File: config.mk
export PLATFORM = sky130hd
export DESIGN_NAME = stable_priority_queue
export DESIGN_NICKNAME = d
export VERILOG_FILES = /design/src/design/spq_pkg.sv /design/src/design/spq_ctrl.sv /design/src/design/spq_datapath.sv /design/src/design/stable_priority_queue.sv
export SDC_FILE = /design/constraint.sdc
export NUM_CORES = 2
export LEC_CHECK = 0
export BUFFER_PORTS_ARGS = -buffer_cell sky130_fd_sc_hd__buf_2
export CORE_MARGIN = 1.5
export CORE_UTILIZATION = 30
export CTS_CLUSTER_SIZE = 25
export DETAILED_ROUTE_END_ITERATION = 10
export PLACE_DENSITY = 0.54
export SLEW_MARGIN = 20
export SYNTH_ARGS = -nofsm -noshare
export SYNTH_HDL_FRONTEND = slang
export SYNTH_SLANG_ARGS = --single-unit
export TNS_END_PERCENT = 50
File: constraint.sdc
create_clock -name i_clk -period 12.6 [get_ports i_clk]
set_clock_uncertainty 0.05 [all_clocks]
set_input_delay 3.78 -clock i_clk [delete_from_list [all_inputs] [get_ports i_clk]]
set_output_delay 3.78 -clock i_clk [all_outputs]
set_load 0.03 [all_outputs]
File: src/design/spq_pkg.sv
// ----------------------------------------------------------------------------
// spq_pkg: shared definitions for the stable priority queue
// Sizes, operation codes and the controller/datapath command bundle.
// ----------------------------------------------------------------------------
`default_nettype none

package spq_pkg;

    localparam int DEPTH     = 16;
    localparam int PRIO_BITS = 16;
    localparam int VALUE_W   = 32;
    localparam int PRIO_IN_W = 16;
    localparam int CNT_W     = $clog2(DEPTH + 1);

    localparam logic FUNC_PUSH = 1'b0;
    localparam logic FUNC_POP  = 1'b1;

    typedef logic signed [VALUE_W-1:0] t_value;
    typedef logic [PRIO_BITS-1:0]      t_prio;
    typedef logic [CNT_W-1:0]          t_count;

    // controller -> datapath
    typedef struct packed {
        logic load;  // capture the incoming item
        logic exec;  // apply the held item and load the result register
    } t_dp_cmd;

endpackage

`default_nettype wire

File: src/design/spq_ctrl.sv
// ----------------------------------------------------------------------------
// spq_ctrl: sequencing for the stable priority queue
// Takes one item, applies it once the result register is free, tracks o_valid.
// ----------------------------------------------------------------------------
`default_nettype none

module spq_ctrl (
    input  wire logic             i_clk,
    input  wire logic             i_rst_n,
    input  wire logic             i_valid,
    input  wire logic             i_ready,
    output logic                  o_ready,
    output logic                  o_valid,
    output spq_pkg::t_dp_cmd      o_cmd
);

    typedef enum logic {
        S_IDLE,
        S_EXEC
    } t_state;

    t_state r_state, n_state;
    logic   r_out_valid, n_out_valid;
    logic   out_free;

    // result register can take a new result this cycle
    assign out_free   = !r_out_valid || i_ready;

    assign o_ready    = (r_state == S_IDLE);
    assign o_valid    = r_out_valid;
    assign o_cmd.load = (r_state == S_IDLE) && i_valid;
    assign o_cmd.exec = (r_state == S_EXEC) && out_free;

    always_comb begin
        n_state     = r_state;
        n_out_valid = r_out_valid;
        if (r_out_valid && i_ready) begin
            n_out_valid = 1'b0;
        end
        case (r_state)
            S_IDLE: begin
                if (i_valid) begin
                    n_state = S_EXEC;
                end
            end
            S_EXEC: begin
                if (out_free) begin
                    n_out_valid = 1'b1;
                    n_state     = S_IDLE;
                end
            end
            default: begin
                n_state = S_IDLE;
            end
        endcase
    end

    always_ff @(posedge i_clk) begin
        if (!i_rst_n) begin
            r_state     <= S_IDLE;
            r_out_valid <= 1'b0;
        end else begin
            r_state     <= n_state;
            r_out_valid <= n_out_valid;
        end
    end

endmodule

`default_nettype wire

File: src/design/spq_datapath.sv
// ----------------------------------------------------------------------------
// spq_datapath: sorted slot array and result register
// Every slot compares against the held priority in parallel; insert and pop
// each shift the array by one place.
// ----------------------------------------------------------------------------
`default_nettype none

module spq_datapath (
    input  wire logic                              i_clk,
    input  wire logic                              i_rst_n,
    input  wire spq_pkg::t_dp_cmd                  i_cmd,
    input  wire logic                              i_func,
    input  wire logic signed [spq_pkg::VALUE_W-1:0] i_value,
    input  wire logic [spq_pkg::PRIO_IN_W-1:0]     i_priority_req,
    output logic signed [spq_pkg::VALUE_W-1:0]     o_popped_value,
    output logic                                   o_popped_valid,
    output logic                                   o_empty_error,
    output logic                                   o_full_error,
    output logic signed [spq_pkg::VALUE_W-1:0]     o_head_value,
    output logic [spq_pkg::CNT_W-1:0]              o_entry_count
);

    localparam int D = spq_pkg::DEPTH;

    // held item
    logic            r_func;
    spq_pkg::t_value r_in_value;
    spq_pkg::t_prio  r_in_prio;

    // slot array
    spq_pkg::t_value r_val [D];
    spq_pkg::t_prio  r_pri [D];
    spq_pkg::t_value n_val [D];
    spq_pkg::t_prio  n_pri [D];
    spq_pkg::t_count r_count, n_count;

    // result register
    spq_pkg::t_value r_popped_value, n_popped_value;
    logic            r_popped_valid, n_popped_valid;
    logic            r_empty_error,  n_empty_error;
    logic            r_full_error,   n_full_error;
    spq_pkg::t_value r_head_value,   n_head_value;
    spq_pkg::t_count r_entry_count;

    logic [D-1:0] le;       // slot holds an entry that stays ahead of the new one
    logic [D-1:0] le_prev;  // same flag for the slot before
    logic         full;
    logic         empty;

    assign full  = (r_count == spq_pkg::t_count'(D));
    assign empty = (r_count == '0);

    always_comb begin
        for (int i = 0; i < D; i++) begin
            le[i] = (spq_pkg::t_count'(i) < r_count) && (r_pri[i] <= r_in_prio);
        end
        le_prev[0] = 1'b1;
        for (int i = 1; i < D; i++) begin
            le_prev[i] = le[i-1];
        end
    end

    always_comb begin
        for (int i = 0; i < D; i++) begin
            n_val[i] = r_val[i];
            n_pri[i] = r_pri[i];
        end
        n_count        = r_count;
        n_popped_value = '0;
        n_popped_valid = 1'b0;
        n_empty_error  = 1'b0;
        n_full_error   = 1'b0;
        if (r_func == spq_pkg::FUNC_PUSH) begin
            if (full) begin
                n_full_error = 1'b1;
            end else begin
                for (int i = 0; i < D; i++) begin
                    if (!le[i]) begin
                        if (le_prev[i]) begin
                            n_val[i] = r_in_value;
                            n_pri[i] = r_in_prio;
                        end else begin
                            n_val[i] = r_val[(i + D - 1) % D];
                            n_pri[i] = r_pri[(i + D - 1) % D];
                        end
                    end
                end
                n_count = r_count + 1'b1;
            end
        end else begin
            if (empty) begin
                n_empty_error = 1'b1;
            end else begin
                n_popped_value = r_val[0];
                n_popped_valid = 1'b1;
                for (int i = 0; i < D - 1; i++) begin
                    n_val[i] = r_val[i+1];
                    n_pri[i] = r_pri[i+1];
                end
                n_count = r_count - 1'b1;
            end
        end
        n_head_value = (n_count != '0) ? n_val[0] : '0;
    end

    always_ff @(posedge i_clk) begin
        if (i_cmd.load) begin
            r_func     <= i_func;
            r_in_value <= i_value;
            r_in_prio  <= spq_pkg::t_prio'(i_priority_req);
        end
        if (i_cmd.exec) begin
            for (int i = 0; i < D; i++) begin
                r_val[i] <= n_val[i];
                r_pri[i] <= n_pri[i];
            end
            r_popped_value <= n_popped_value;
            r_popped_valid <= n_popped_valid;
            r_empty_error  <= n_empty_error;
            r_full_error   <= n_full_error;
            r_head_value   <= n_head_value;
            r_entry_count  <= n_count;
        end
    end

    always_ff @(posedge i_clk) begin
        if (!i_rst_n) begin
            r_count <= '0;
        end else if (i_cmd.exec) begin
            r_count <= n_count;
        end
    end

    assign o_popped_value = r_popped_value;
    assign o_popped_valid = r_popped_valid;
    assign o_empty_error  = r_empty_error;
    assign o_full_error   = r_full_error;
    assign o_head_value   = r_head_value;
    assign o_entry_count  = r_entry_count;

endmodule

`default_nettype wire

File: src/design/stable_priority_queue.sv
// ----------------------------------------------------------------------------
// stable_priority_queue: sorted-list priority queue with stable ordering
// Push inserts after all entries of equal or lower priority number; pop
// removes the head. Each transfer in yields one result transfer out.
// ----------------------------------------------------------------------------
// Result: the item is captured at the input transfer and then applied;
//   o_valid rises with the apply, which waits while an earlier result is held.
// Input: the next item is taken only once the held one has been applied, as
//   the controller's capture/apply sequence sets; all slots update in parallel.
// A new item is taken while a finished result still waits at the output.
// Reset (i_rst_n low, synchronous) empties the queue and clears o_valid;
//   slot contents are left as they are and never read beyond the count.
`default_nettype none

module stable_priority_queue (
    input  wire logic                               i_clk,
    input  wire logic                               i_rst_n,
    // input channel
    input  wire logic                               i_valid,
    output logic                                    o_ready,
    input  wire logic                               i_func,
    input  wire logic signed [spq_pkg::VALUE_W-1:0] i_value,
    input  wire logic [spq_pkg::PRIO_IN_W-1:0]      i_priority_req,
    // result channel
    output logic                                    o_valid,
    input  wire logic                               i_ready,
    output logic signed [spq_pkg::VALUE_W-1:0]      o_popped_value,
    output logic                                    o_popped_valid,
    output logic                                    o_empty_error,
    output logic                                    o_full_error,
    output logic signed [spq_pkg::VALUE_W-1:0]      o_head_value,
    output logic [spq_pkg::CNT_W-1:0]               o_entry_count
);

    spq_pkg::t_dp_cmd cmd;

    // Sequencer: accept in idle, apply the item once the result register
    // is free (empty or being drained this cycle), then hold the result.
    spq_ctrl u_ctrl (
        .i_clk   (i_clk),
        .i_rst_n (i_rst_n),
        .i_valid (i_valid),
        .i_ready (i_ready),
        .o_ready (o_ready),
        .o_valid (o_valid),
        .o_cmd   (cmd)
    );

    // Slot array, fill count and result register.
    spq_datapath u_dp (
        .i_clk          (i_clk),
        .i_rst_n        (i_rst_n),
        .i_cmd          (cmd),
        .i_func         (i_func),
        .i_value        (i_value),
        .i_priority_req (i_priority_req),
        .o_popped_value (o_popped_value),
        .o_popped_valid (o_popped_valid),
        .o_empty_error  (o_empty_error),
        .o_full_error   (o_full_error),
        .o_head_value   (o_head_value),
        .o_entry_count  (o_entry_count)
    );

endmodule

`default_nettype wire

==> metrics <==
Post-synth EDFFs 889; Die Y 410 um; sw frac 28.0%; Crit. Startpoint i_ready; Sw Pwr 2.21 mW; clock group share of total power 37.6%; CP dominant cell by count buf_4; GRT Util Overall 16.7%; combinational power share 14.7%; vias post-DR 35200; Slew HR 13.9%; Area growth, synth to finish 11.4%; clock latency at the later pin of the worst-skew pair 0.70 ns; synthesized net count 4717; Crit path largest cell delay 0.71 ns; Most used DFF post-synth edfxtp_1; Clock Tree Buf Depth 3; CP Launch Type primary input; final worst-path cycle share 44.4%; commonest cells after routing, fill and taps aside 889 x edfxtp_1, 713 x nand2_1, 515 x mux2i_1, 438 x o21ai_0, 259 x ha_1; I/O pins 127; n_diodes 0; static leakage 19.8 nW; Avg WL per Cell 21.9 um; Avg Cell Area, Syn 11.3 um2; Reg area 26800 um2; Fmax 0.179 GHz; cts hold-fix bufs 0; Core Box Area 165000 um2; DR DRC count 0; RSZ-0062 raised after global routing no; critical path endpoint category flip-flop; Fin. Hold Viols 0; sequential area share after synthesis 54.0%; CTS Buf Count 98; P_int 5.71 mW; Arr. time, crit path 5.88 ns; Post-Synthesis Cell Area 49700 um2; Hold Crit Class flip-flop to flip-flop; Antenna Nets Post-Route 0; multi-input logic area 21200 um2; crit-path cells buf_2, nand2b_1, and2_4, and2_1, buf_4, a21boi_4, buf_4; #FFs+latches synth 896; Max Slew Vio Count 0; Rows 149; initial DRC count 2860; slowest stage cell, crit path a21boi_4; Via density 5.35; port bufs 126; Worst R2R Start u_dp.r_count[0]; H-tree levels 3; initial antenna violation count 3; Reg power frac 47.7%; hpwl dp 97800 um; Synth Instances 4405; router iterations before antenna repair 8; peak fanout along the critical path 31; Least-Margin Pin Slew 1.29 ns; CP required 12.88 ns; root buf cell clkbuf_16; hold path depth 2; pwr dens 143 nW/um2; min Tclk post-route 5.60 ns; Die X 410 um; fraction of layout cells with a size suffix above 1 10.0%; R2R cell count 9; GPL Wtd Cong 0.837; first-pass GRT wire length 221000 um; DRT Wirelength 144000 um; clk sinks 896; total grt overflow 0; CTS tree built; beginning of the worst hold path u_ctrl.o_valid; WS Path Type primary input to flip-flop; post-place setup slack 6.27 ns; outcome finished clean; max cap viols 0; Setup Buffers After CTS 0; maximum vdd drop 0.117 mV; Die ar. 168000 um2; Netlist cell types 66; final setup violation count 0; Clock transition at path regs 0.06 ns; ys async rst share 0%; Starting Density 30.2%; # nets final 4625; fin worst setup slack 7.00 ns; post-cts resize count 0; vias in the first global route 36600; most common cell after layout, fill and taps aside edfxtp_1; Layout fillers 16600; largest net degree at the start of global routing 247; Syn. warnings 0; total negative slack 0 ns
-- synthesized netlist by cell type (all sizes together) (4+ instances only) --
cell,instances,area share [%]
or3,4,0.050
a211oi,9,0.14
o22ai,9,0.11
a21o,27,0.41
a222oi,16,0.32
nor2,178,1.4
buf,109,1.4
a21oi,144,1.5
nor4,5,0.063
and2,40,0.50
o211ai,34,0.51
o21a,13,0.20
nor2b,28,0.35
a2111oi,10,0.19
ha,259,6.5
mux2i,515,10
and3,133,1.7
clkbuf,280,2.1
mux2,48,1.1
edfxtp,889,54
inv,43,0.32
a31oi,20,0.25
nor4b,30,0.53
o21ai,508,5.1
a21boi,15,0.23
nand2,714,5.4
nor3,13,0.14
dfxtp,7,0.28
nand4,47,0.59
nand3,62,0.62
a221o,146,2.9
o31ai,20,0.33
or4,5,0.083
-- worst max-delay path, delay by kind of cell --
family,cells,cell delay [ns]
AND/OR/NAND/NOR,3,0.37
buffers and inverters,3,0.95
AO/OA/AOI/OAI,1,0.71
-- logic make-up after synthesis --
kind of cell	after synthesis	synth area share, %
XOR/XNOR	3	0.0529
adder cells (fa/ha/maj)	259	6.52
flip-flops	896	54.0
buffers and inverters	432	3.89
AO/OA/AOI/OAI	982	12.4
AND/OR/NAND/NOR	1270	11.6
multiplexers	563	11.5
-- state kept, by name, indices dropped and copies added, names as in the netlist --
name                 count
u_ctrl.r_state           1
u_dp.r_in_value         32
u_dp.o_head_value       32
u_dp.o_full_error        1
u_dp.o_popped_value     32
u_dp.o_entry_count       5
u_dp.o_empty_error       1
u_dp.r_in_prio          16
u_dp.o_popped_valid      1
u_ctrl.o_valid           1
u_dp.r_func              1
u_dp.r_val             512
u_dp.r_count             5
u_dp.r_pri             256
-- metrics by stage --
step,power [mW],instance area [um2],hold WS [ns],util [%],cells
floorplan,4.61,49700,0.460,-,4405
global placement,4.99,52100,0.468,31.7,6402
detailed placement,5.01,52100,0.479,31.7,6402
CTS,7.99,55300,0.489,33.6,6581
global route,8.24,55300,0.501,33.6,6581
finish,7.92,55300,0.474,33.6,6581
-- final timing paths --
| path | end | slack [ns] |
|---|---|---|
| max | u_dp.r_pri[1][69] | 7.00 |
| min reg2reg | u_ctrl.o_valid | 0.47 |
| max reg2reg | u_dp.r_val[1][62] | 7.24 |
| min | u_ctrl.o_valid | 0.47 |
-- power by group through the flow --
stage | Combinational, mW | Clock [mW] | Sequential, mW
after floorplan | 0.814 | 0 | 3.79
after global placement | 1.15 | 0 | 3.84
after detailed placement | 1.17 | 0 | 3.84
after CTS | 1.18 | 3.04 | 3.78
after global routing | 1.30 | 3.14 | 3.80
final | 1.17 | 2.98 | 3.78
-- routing by layer --
layer	up-vias	global-route usage, %	wire (um)
met2	760	29.7	73300
met4	0	3.84	3120
li1	16400	-	-
met3	199	2.16	5440
met1	17900	21.3	62400
met5	-	0	0
-- layout make-up --
class | count | area share, %
multi-input combinational | 3077 | 38.3
tap | 2189 | 4.95
timing repair buffer | 197 | 2.17
sequential | 896 | 48.5
clock buffer | 124 | 4.68
clock inverter | 55 | 1.10
inverter | 43 | 0.292
Note: power is estimated with default switching activity, not from simulation.
